File: src/rtl/kacc_pkg.sv
// Shared types, codes and constants of the keypad autorepeat and chord controller.
`default_nettype none
package kacc_pkg;

    localparam int DEF_BUTTON_COUNT = 19;
    localparam int ALTS             = 3;
    localparam int IDX_W            = 5;
    localparam int TOTAL_W          = 5;
    localparam int TIME_W           = 32;
    localparam int MS_W             = 16;
    localparam int SPEED_W          = 10;
    localparam int CFG_IDX_W        = 3;
    localparam int CFG_DATA_W       = 16;
    localparam int MS_PER_S         = 1000;
    localparam int LIMIT_W          = 26;

    localparam logic [MS_W-1:0]    RST_DELAY_MS   = 16'd500;
    localparam logic [MS_W-1:0]    RST_PERIOD_MS  = 16'd100;
    localparam logic [LIMIT_W-1:0] RST_IDLE_LIMIT = 26'd60000;

    typedef enum logic [1:0] {
        CMD_NONE        = 2'd0,
        CMD_DISPLAY_OFF = 2'd1,
        CMD_DISPLAY_ON  = 2'd2
    } t_cmd;

    typedef enum logic [1:0] {
        PH_IDLE   = 2'd0,
        PH_DELAY  = 2'd1,
        PH_REPEAT = 2'd2
    } t_phase;

    typedef enum logic [CFG_IDX_W-1:0] {
        CFG_REPEAT_DELAY  = 3'd0,
        CFG_REPEAT_PERIOD = 3'd1,
        CFG_DISP_TIMEOUT  = 3'd2,
        CFG_LOW_CLOCK     = 3'd3,
        CFG_NORMAL_CLOCK  = 3'd4
    } t_cfg_idx;

    localparam logic MODE_SCAN  = 1'b0;
    localparam logic MODE_QUERY = 1'b1;

endpackage
`default_nettype wire

File: src/rtl/key_autorepeat_chord_controller_unit.sv
// Keypad controller with typematic autorepeat, chord matching and display idle timeout.
// A beat is held in the input register, its result in the output register; each button has its own
// repeat lane with a 32-bit compare. Throughput: one beat per cycle unless the output stalls.
// While a finished result waits to be taken, the input register holds one more beat, then stalls.
// Reset clears the held buttons, all repeat timing and the idle time, turns the display on
// and loads the register defaults; there is no clearing pass.
`default_nettype none
module key_autorepeat_chord_controller_unit #(
    parameter int BUTTON_COUNT = kacc_pkg::DEF_BUTTON_COUNT
) (
    input  wire logic                              i_clk,
    input  wire logic                              i_rst_n,
    input  wire logic                              i_cfg_valid,
    output logic                                   o_cfg_ready,
    input  wire logic [kacc_pkg::CFG_IDX_W-1:0]    i_cfg_index,
    input  wire logic [kacc_pkg::CFG_DATA_W-1:0]   i_cfg_data,
    input  wire logic                              i_in_valid,
    output logic                                   o_in_ready,
    input  wire logic                              i_mode,
    input  wire logic [kacc_pkg::TIME_W-1:0]       i_now_ms,
    input  wire logic [BUTTON_COUNT-1:0]           i_button_levels,
    input  wire logic [kacc_pkg::IDX_W-1:0]        i_main_a,
    input  wire logic [kacc_pkg::IDX_W-1:0]        i_modifier_a,
    input  wire logic [kacc_pkg::IDX_W-1:0]        i_main_b,
    input  wire logic [kacc_pkg::IDX_W-1:0]        i_modifier_b,
    input  wire logic [kacc_pkg::IDX_W-1:0]        i_main_c,
    input  wire logic [kacc_pkg::IDX_W-1:0]        i_modifier_c,
    output logic                                   o_out_valid,
    input  wire logic                              i_out_ready,
    output logic                                   o_chord_fired,
    output logic                                   o_display_is_on,
    output logic [1:0]                             o_display_command,
    output logic                                   o_clock_request_valid,
    output logic [kacc_pkg::SPEED_W-1:0]           o_clock_request_speed,
    output logic [BUTTON_COUNT-1:0]                o_held_mask,
    output logic [kacc_pkg::TOTAL_W-1:0]           o_held_total
);
    import kacc_pkg::*;

    localparam logic [IDX_W-1:0] ALONE_CODE = IDX_W'(BUTTON_COUNT);

    logic [MS_W-1:0]    r_delay_ms;
    logic [MS_W-1:0]    r_period_ms;
    logic [LIMIT_W-1:0] r_idle_limit;
    logic [SPEED_W-1:0] r_low_speed;
    logic [SPEED_W-1:0] r_normal_speed;

    logic                    r_in_valid;
    logic                    r_in_mode;
    logic [TIME_W-1:0]       r_in_now;
    logic [BUTTON_COUNT-1:0] r_in_levels;
    logic [IDX_W-1:0]        r_in_main [ALTS];
    logic [IDX_W-1:0]        r_in_mod  [ALTS];

    logic [BUTTON_COUNT-1:0] r_held;
    logic [TOTAL_W-1:0]      r_held_cnt;
    logic [TIME_W-1:0]       r_last_fire [BUTTON_COUNT];
    t_phase                  r_phase     [BUTTON_COUNT];
    logic                    r_display_on;
    logic [TIME_W-1:0]       r_idle_since;

    logic [BUTTON_COUNT-1:0] n_held;
    logic [TOTAL_W-1:0]      n_held_cnt;
    logic [TIME_W-1:0]       n_last_fire [BUTTON_COUNT];
    t_phase                  n_phase     [BUTTON_COUNT];
    logic                    n_display_on;
    logic [TIME_W-1:0]       n_idle_since;

    logic                    r_out_valid;
    logic                    r_out_fired;
    logic                    r_out_disp;
    t_cmd                    r_out_cmd;
    logic                    r_out_cval;
    logic [SPEED_W-1:0]      r_out_cspeed;
    logic                    n_out_fired;
    t_cmd                    n_out_cmd;
    logic                    n_out_cval;
    logic [SPEED_W-1:0]      n_out_cspeed;

    logic                    w_advance;
    logic [TOTAL_W-1:0]      w_level_cnt;
    logic [TIME_W-1:0]       w_idle_diff;
    logic                    w_match   [ALTS];
    logic                    w_want    [BUTTON_COUNT];
    logic [TIME_W-1:0]       w_diff    [BUTTON_COUNT];
    logic [MS_W-1:0]         w_thr     [BUTTON_COUNT];

    assign w_advance   = r_in_valid && (!r_out_valid || i_out_ready);
    assign o_in_ready  = !r_in_valid || w_advance;
    assign o_cfg_ready = 1'b1;

    always_ff @(posedge i_clk) begin
        if (!i_rst_n) begin
            r_delay_ms     <= RST_DELAY_MS;
            r_period_ms    <= RST_PERIOD_MS;
            r_idle_limit   <= RST_IDLE_LIMIT;
            r_low_speed    <= '0;
            r_normal_speed <= '0;
        end else if (i_cfg_valid) begin
            case (i_cfg_index)
                CFG_REPEAT_DELAY:  r_delay_ms     <= i_cfg_data;
                CFG_REPEAT_PERIOD: r_period_ms    <= i_cfg_data;
                CFG_DISP_TIMEOUT:  r_idle_limit   <= LIMIT_W'(i_cfg_data) * LIMIT_W'(MS_PER_S);
                CFG_LOW_CLOCK:     r_low_speed    <= i_cfg_data[SPEED_W-1:0];
                CFG_NORMAL_CLOCK:  r_normal_speed <= i_cfg_data[SPEED_W-1:0];
                default: begin
                end
            endcase
        end
    end

    always_ff @(posedge i_clk) begin
        if (!i_rst_n) begin
            r_in_valid <= 1'b0;
        end else if (o_in_ready) begin
            r_in_valid <= i_in_valid;
        end
        if (o_in_ready && i_in_valid) begin
            r_in_mode    <= i_mode;
            r_in_now     <= i_now_ms;
            r_in_levels  <= i_button_levels;
            r_in_main[0] <= i_main_a;
            r_in_mod[0]  <= i_modifier_a;
            r_in_main[1] <= i_main_b;
            r_in_mod[1]  <= i_modifier_b;
            r_in_main[2] <= i_main_c;
            r_in_mod[2]  <= i_modifier_c;
        end
    end

    always_comb begin
        w_level_cnt = '0;
        for (int j = 0; j < BUTTON_COUNT; j++) begin
            w_level_cnt = w_level_cnt + TOTAL_W'(r_in_levels[j]);
        end
        w_idle_diff = r_in_now - r_idle_since;

        for (int i = 0; i < ALTS; i++) begin
            w_match[i] = (r_in_mod[i] == ALONE_CODE) && (r_held_cnt == TOTAL_W'(1));
            for (int j = 0; j < BUTTON_COUNT; j++) begin
                if (r_in_mod[i] == IDX_W'(j) && r_held[j]) begin
                    w_match[i] = 1'b1;
                end
            end
        end

        for (int j = 0; j < BUTTON_COUNT; j++) begin
            w_want[j] = 1'b0;
            for (int i = 0; i < ALTS; i++) begin
                if (r_in_main[i] == IDX_W'(j) && w_match[i]) begin
                    w_want[j] = 1'b1;
                end
            end
            w_want[j] = w_want[j] && r_held[j];
            w_diff[j] = r_in_now - r_last_fire[j];
            case (r_phase[j])
                PH_IDLE:  w_thr[j] = '0;
                PH_DELAY: w_thr[j] = r_delay_ms;
                default:  w_thr[j] = r_period_ms;
            endcase
        end

        n_held       = r_held;
        n_held_cnt   = r_held_cnt;
        n_display_on = r_display_on;
        n_idle_since = r_idle_since;
        n_out_fired  = 1'b0;
        n_out_cmd    = CMD_NONE;
        n_out_cval   = 1'b0;
        n_out_cspeed = '0;
        for (int j = 0; j < BUTTON_COUNT; j++) begin
            n_last_fire[j] = r_last_fire[j];
            n_phase[j]     = r_phase[j];
        end

        if (r_in_mode == MODE_SCAN) begin
            n_held     = r_in_levels;
            n_held_cnt = w_level_cnt;
            for (int j = 0; j < BUTTON_COUNT; j++) begin
                if (!r_in_levels[j]) begin
                    n_last_fire[j] = '0;
                    n_phase[j]     = PH_IDLE;
                end
            end
            if (w_level_cnt == '0) begin
                if (w_idle_diff > TIME_W'(r_idle_limit) && r_display_on) begin
                    n_display_on = 1'b0;
                    n_out_cmd    = CMD_DISPLAY_OFF;
                    if (r_low_speed != '0) begin
                        n_out_cval   = 1'b1;
                        n_out_cspeed = r_low_speed;
                    end
                end
            end else begin
                if (!r_display_on) begin
                    n_display_on = 1'b1;
                    n_out_cmd    = CMD_DISPLAY_ON;
                    if (r_normal_speed != '0) begin
                        n_out_cval   = 1'b1;
                        n_out_cspeed = r_normal_speed;
                    end
                end
                n_idle_since = r_in_now;
            end
        end else begin
            for (int j = 0; j < BUTTON_COUNT; j++) begin
                if (w_want[j] && (w_diff[j] > TIME_W'(w_thr[j]))) begin
                    n_last_fire[j] = r_in_now;
                    n_phase[j]     = (r_phase[j] == PH_IDLE) ? PH_DELAY : PH_REPEAT;
                    n_out_fired    = 1'b1;
                end
            end
        end
    end

    always_ff @(posedge i_clk) begin
        if (!i_rst_n) begin
            r_held       <= '0;
            r_held_cnt   <= '0;
            r_display_on <= 1'b1;
            r_idle_since <= '0;
            r_out_valid  <= 1'b0;
            for (int j = 0; j < BUTTON_COUNT; j++) begin
                r_last_fire[j] <= '0;
                r_phase[j]     <= PH_IDLE;
            end
        end else begin
            if (w_advance) begin
                r_held       <= n_held;
                r_held_cnt   <= n_held_cnt;
                r_display_on <= n_display_on;
                r_idle_since <= n_idle_since;
                for (int j = 0; j < BUTTON_COUNT; j++) begin
                    r_last_fire[j] <= n_last_fire[j];
                    r_phase[j]     <= n_phase[j];
                end
                r_out_valid <= 1'b1;
            end else if (i_out_ready) begin
                r_out_valid <= 1'b0;
            end
        end
    end

    always_ff @(posedge i_clk) begin
        if (w_advance) begin
            r_out_fired  <= n_out_fired;
            r_out_disp   <= n_display_on;
            r_out_cmd    <= n_out_cmd;
            r_out_cval   <= n_out_cval;
            r_out_cspeed <= n_out_cspeed;
        end
    end

    assign o_out_valid           = r_out_valid;
    assign o_chord_fired         = r_out_fired;
    assign o_display_is_on       = r_out_disp;
    assign o_display_command     = r_out_cmd;
    assign o_clock_request_valid = r_out_cval;
    assign o_clock_request_speed = r_out_cspeed;
    assign o_held_mask           = r_held;
    assign o_held_total          = r_held_cnt;

endmodule
`default_nettype wire

File: config.mk
export PLATFORM = sky130hd
export DESIGN_NAME = key_autorepeat_chord_controller_unit
export DESIGN_NICKNAME = d
export VERILOG_FILES = /design/src/rtl/kacc_pkg.sv /design/src/rtl/key_autorepeat_chord_controller_unit.sv
export SDC_FILE = /design/constraint.sdc
export NUM_CORES = 2
export LEC_CHECK = 0
export ABC_AREA = 0
export BUFFER_PORTS_ARGS = -buffer_cell sky130_fd_sc_hd__buf_2
export CORE_MARGIN = 2
export CORE_UTILIZATION = 47
export CTS_BUF_LIST = sky130_fd_sc_hd__clkbuf_4 sky130_fd_sc_hd__clkbuf_8
export CTS_CLUSTER_DIAMETER = 100
export DETAILED_ROUTE_END_ITERATION = 8
export PLACE_DENSITY_LB_ADDON = 0.08
export RECOVER_POWER = 100
export SYNTH_ARGS = -nofsm -noshare
export SYNTH_HDL_FRONTEND = slang
export SYNTH_SLANG_ARGS = --single-unit
File: constraint.sdc
create_clock -name i_clk -period 11.25 [get_ports i_clk]
set_clock_uncertainty 0.1 [all_clocks]
set_input_delay 2.25 -clock i_clk [delete_from_list [all_inputs] [get_ports i_clk]]
set_output_delay 2.25 -clock i_clk [all_outputs]
set_load 0.02 [all_outputs]
* After elaboration in Yosys (flattened, before gate mapping)
Memories as Yosys holds them, arrays and structs flattened.
Index checks and enable logic that the tools add are counted.
** Word-level totals
- Memory bits (writable) :: 676
- Output and inout port bits :: 42
- Flip-flop bits (word level) :: 201
- Memories kept :: 4
- Word-level logic and storage cells :: 767
** Memories
- r_last_fire :: words 19, bits a word 32, read ports 19, clocked after memory_dff 0, write ports 19, line key_autorepeat_chord_controller_unit.sv:57 : logic [TIME_W-1:0] r_last_fire [BUTTON_COUNT];
- r_phase :: words 19, bits a word 2, read ports 19, clocked after memory_dff 0, write ports 19, line key_autorepeat_chord_controller_unit.sv:58 : t_phase r_phase [BUTTON_COUNT];
- r_in_main :: words 3, bits a word 5, read ports 3, clocked after memory_dff 0, write ports 3, line key_autorepeat_chord_controller_unit.sv:52 : logic [IDX_W-1:0] r_in_main [ALTS];
- r_in_mod :: words 3, bits a word 5, read ports 3, clocked after memory_dff 0, write ports 3, line key_autorepeat_chord_controller_unit.sv:53 : logic [IDX_W-1:0] r_in_mod [ALTS];
** Cells by class
- Bitwise gates (word level) :: 40
- Add/sub/neg operators :: 38
- Order comparisons :: 20
- Multiply operators :: 1
- Reduce and logical (&&, ||, !) cells :: 199
- Equality and inequality tests :: 135
- Multiplexer cells :: 311
** Operators by type and width (number)
- $mux 32 :: 57
- $sub 32x32->32 :: 20
- $gt 32x16->1 :: 19
- $mux 608 :: 1
- $pmux 16 s2 :: 19
- $eq 5x4->1 const B :: 48
- $logic_and 1x1->1 :: 158
- $mux 2 :: 78
- $mux 1 :: 150
- $eq 5x3->1 const B :: 24
- $eq 5x5->1 const B :: 21
- $add 5x1->5 :: 14
- $eq 5x2->1 const B :: 12
- $mux 10 :: 5
- $eq 2x1->1 const B :: 19
- $logic_not 2->1 :: 19
- $mux 38 :: 1
- $or 1x1->1 :: 38
- $eq 5x1->1 const B :: 7
- $logic_not 5->1 :: 7
- $gt 32x26->1 :: 1
- $mul 16x7->23 const B :: 1
- $reduce_bool 10->1 :: 2
- $reduce_and 2->1 :: 6
- 13 further kinds :: 17

* Logic depth before layout (Yosys ltp)
An unclocked memory read counts as a cell.
- Depth in word-level cells :: 47
- Gate-level depth with buffers :: 31
- Gate-level depth less buffers :: 30

* Worst setup path before layout
Ideal clock, no wire load.
- Path type :: register to register
- From :: reg r_in_now[1] (netlist name)
- To :: mem r_last_fire[1][0], enable pin
- Cell stages (with the launch flop) :: 25
- Setup slack :: 2.942 ns
- Path buffers :: 0
- Data arrival time :: 7.736 ns
- Cells stage by stage :: edfxtp_1 ha_1 nor2b_1 o31a_1 o32a_1 a221o_1 nand2_1 nand2_1 a31oi_1 o21bai_1 a21oi_1 xnor2_1 ha_1 nand3_1 nor4_1 o21ai_0 o211a_1 a21oi_1 nor4_1 nand3_1 or4_1 nor4_1 a31oi_1 a21oi_1 o21ai_0
** RTL lines (line)
- end: declaration :: key_autorepeat_chord_controller_unit.sv:57

==> metrics.yaml <==
clocking:
  post_cts_buffers: 0
  clockRootBuffer: "clkbuf_8"
  cts_num_sinks: 877
  cts_made_buffers: 172
  cts_tree: "yes"
  htree_num_levels: 4
  cts-hold-fix-buffers: 0
  post_cts_resize_count: 0
  cts_buffer_depth: 3
  clk_latency_ns: 1.00
  path_clk_slew_ns: 0.05
worst_hold_path:
  hp-class: "reg -> reg"
  holdPathEnd: "r_idle_since[18]"
  hp-start: "r_idle_since[18]"
  holdPathStages: 2
global_routing:
  grt_usage_pct: 35.3
  grt-ovfl-total: 0
  grt_pass1_vias: 66600
  antenna_found_initial: 41
  grt_max_degree: 76
  grt_pass1_wl_mm: 447
power:
  ir_drop_mv: 0.165
  pwr-share-seq_pct: 33.0
  internal_power_mw: 7.34
  leakage_nw: 36.0
  switching_share_pct: 37.0
  p_clk_share_pct: 31.0
  power.density_mw_per_mm2: 135
  combPwrFrac_pct: 36.0
  power_switching_mw: 4.31
die:
  core_sq_mm: 0.167
  die_width_um: 415
  die_h_um: 415
  io_pins: 148
  die_area_sq_mm: 0.172
  start_util_pct: 47.4
  rows: 150
critical_path:
  cp-end-kind: "flip-flop"
  worst_path_most_repeated_cell: "clkbuf_1"
  crit_required_ns: 11.44
  crit_family: "simple AND/OR/NAND/NOR gates"
  worst_ep_arrival_time_ns: 9.80
  cp-start-kind: "input pin"
  r2r_cells: 22
  reg2reg_to: "r_last_fire[4][16]"
  slowest_stage: "nor2_1"
  path_class: "in -> reg"
  crit_path_cell_trace: "buf_2 > nor2b_1 > nand2b_2 > clkbuf_1 > inv_1 > clkbuf_1 > nand3_1 > nor2_1"
  cp_max_fo: 21
  max_stage_delay_ns: 2.96
  r2r_slack_ns: 1.75
  crit_buf_inv: 4
  rr_startpoint: "r_in_now[4]"
cells_and_area:
  drive_gt1_share_pct: 6.83
  nets: 10700
  final_cell_mix: "1007 x ha_1, 952 x nand2_1, 949 x inv_1, 921 x a21oi_1, 844 x nor2_1"
  layout_commonest_cell: "ha_1"
  fill_cells: 15900
  final_util_pct: 51.7
  finish.instance_area_sq_mm: 0.0864
  syn_to_final_growth_pct: 9.06
  regArea_sq_mm: 0.0250
  multi_input_area_sq_mm: 0.0495
sta:
  period_minus_slack_ns: 9.61
  finalHoldViolations: 0
  rsz0062_at_grt: "no"
  worstMarginPinSlew_ns: 3.74
  timing.final.crit_share_pct: 85.4
  fin_tns_setup_ns: 0
  postLayoutSetupSlackWorst_ns: 1.64
  finalSetupViolCount: 0
  slew_viol_final: 912
  slew_headroom_pct: -149
  fmax_ghz: 0.104
synthesis:
  avgSynthCellArea_sq_um: 8.51
  postSynthCellCount: 9309
  syn-num-nets: 10500
  synth_ff_type: "edfxtp_1"
  netlist_area_sq_mm: 0.0792
  ys_types: 116
  yosysWarningCount: 0
  synth-seq-cells: 877
  synthArstFlopShare_pct: 0
  ys_seq_area_share_pct: 31.6
  synth_edf_count: 743
placement:
  placement.io_buffers: 146
  hpwl_mm: 208
  dpl_cell_area_sq_mm: 0.0830
  dp_worst_setup_slack_ns: 3.57
  gp_congestion: 0.961
flow_run:
  max_cap_viol_count: 28
detailed_routing:
  ant_nets: 0
  drt_iter0_drc: 9805
  vias: 73900
  drc: 0
  wl_mm: 313
  top_layer: "met5"
  wl_per_cell_um: 26.5
  dr_wl_met2_mm: 126
  dr.pass1.iters: 8
  wl_met3_mm: 39.3
  vias_per_cell: 6.25
  met1_length_mm: 130
run_status:
  status: "finished with violations"
  violations: "capacitance limit, slew limit"
[power groups by stage]
stage	sequential (mW)	clock (mW)	combinational [mW]
after floorplan	3.87	0	3.02
after global placement	3.89	0	4.06
after detailed placement	3.90	0	4.10
after CTS	3.83	3.66	4.14
after global routing	3.86	3.77	4.65
final	3.84	3.61	4.20
[metrics by stage]
stage,cells,hold slack (ns),power [mW]
after floorplan,9309,0.341,6.89
after global placement,11500,0.351,7.95
after detailed placement,11500,0.358,8.00
after CTS,11800,0.365,11.6
after global routing,11800,0.393,12.3
final,11800,0.364,11.6
[tightest hold or removal path: cells and delay by family (launching register included)]
family / cells / cell delay [ns]
AO/OA/AOI/OAI: 1 / 0.06
flip-flops: 1 / 0.30
AND/OR/NAND/NOR: 1 / 0.04
[routing by layer]
metal  track usage [%]  vias to the layer above
met1              49.6                    35200
met2              50.1                     4139
met3              8.56                      789
met5                 0                        -
li1                  -                    33800
met4              18.1                        8
[sequential cells by signal, indices dropped and copies added (netlist names), 10 cells and up]
name / count
r_in_mod: 15
r_idle_since: 32
r_in_main: 15
r_last_fire: 608
r_period_ms: 16
r_in_levels: 19
r_phase: 38
r_in_now: 32
r_idle_limit: 23
r_low_speed: 10
r_delay_ms: 16
r_normal_speed: 10
o_held_mask: 19
o_clock_request_speed: 10
[worst max path at each step]
| stage | end | from | depth (start not counted) |
|---|---|---|---|
| global route | r_last_fire[4][20] | i_rst_n | 6 |
| floorplan | r_last_fire[1][0] | r_in_now[1] | 24 |
| detailed placement | r_last_fire[12][6] | r_in_now[0] | 25 |
| finish | r_last_fire[8][0] | i_out_ready | 8 |
| global placement | r_last_fire[17][23] | r_in_now[0] | 26 |
| CTS | r_last_fire[12][7] | r_in_now[0] | 25 |
[cell families (layout without fill, tap and decap cells)]
family | Yosys count | count (layout) | synth area share [%]
adders and majority gates | 1094 | 1094 | 18.1
muxes | 75 | 75 | 1.12
and+or+nand+nor | 2903 | 2903 | 17.0
xor gates and xnor gates | 394 | 394 | 4.37
buffers and inverters | 1284 | 1565 | 6.12
other | 1 | 37 | 0.00473
AOI/OAI and AO/OA | 2681 | 2681 | 21.7
DFF | 877 | 877 | 31.6
[cell type report]
class / instances / share of cell area, %
clock inverters: 89 / 1.03
diodes: 36 / 0.104
well taps: 2204 / 3.19
flip-flops and latches: 877 / 28.9
multi-input cells: 7148 / 57.3
clock buffers: 222 / 3.23
repair buffers: 305 / 2.09
inverters: 949 / 4.12
[cell usage after synthesis, types with 17 or more instances]
| library cell | n | area, sq um |
|---|---|---|
| a2111oi_0 | 37 | 324 |
| a211o_1 | 23 | 201 |
| a211oi_1 | 80 | 601 |
| a21boi_0 | 134 | 1010 |
| a21o_1 | 283 | 2120 |
| a21oi_1 | 921 | 4610 |
| a221oi_1 | 20 | 175 |
| a31oi_1 | 103 | 644 |
| and2_1 | 104 | 651 |
| and3_1 | 88 | 551 |
| clkbuf_1 | 317 | 1190 |
| dfxtp_1 | 134 | 2680 |
| edfxtp_1 | 743 | 22300 |
| fa_1 | 87 | 1740 |
| ha_1 | 1007 | 12600 |
| inv_1 | 949 | 3560 |
| mux2_2 | 19 | 214 |
| mux2i_1 | 45 | 450 |
| nand2_1 | 952 | 3570 |
| nand2b_1 | 99 | 619 |
| nand3_1 | 194 | 971 |
| nand3b_1 | 22 | 165 |
| nand4_1 | 113 | 707 |
| nor2_1 | 848 | 3180 |
| nor2b_1 | 102 | 638 |
| nor3_1 | 170 | 851 |
| nor3b_1 | 24 | 180 |
| nor4_1 | 52 | 325 |
| o2111ai_1 | 23 | 201 |
| o211ai_1 | 72 | 541 |
| o21a_1 | 97 | 728 |
| o21ai_0 | 443 | 2220 |
| o21ai_1 | 17 | 85.1 |
| o21bai_1 | 83 | 623 |
| o22ai_1 | 42 | 263 |
| o31a_1 | 19 | 166 |
| o31ai_1 | 36 | 270 |
| or3_1 | 33 | 206 |
| or4_1 | 22 | 165 |
| xnor2_1 | 270 | 2360 |
| xor2_1 | 123 | 1080 |
Power figures use the tool's default switching activity.
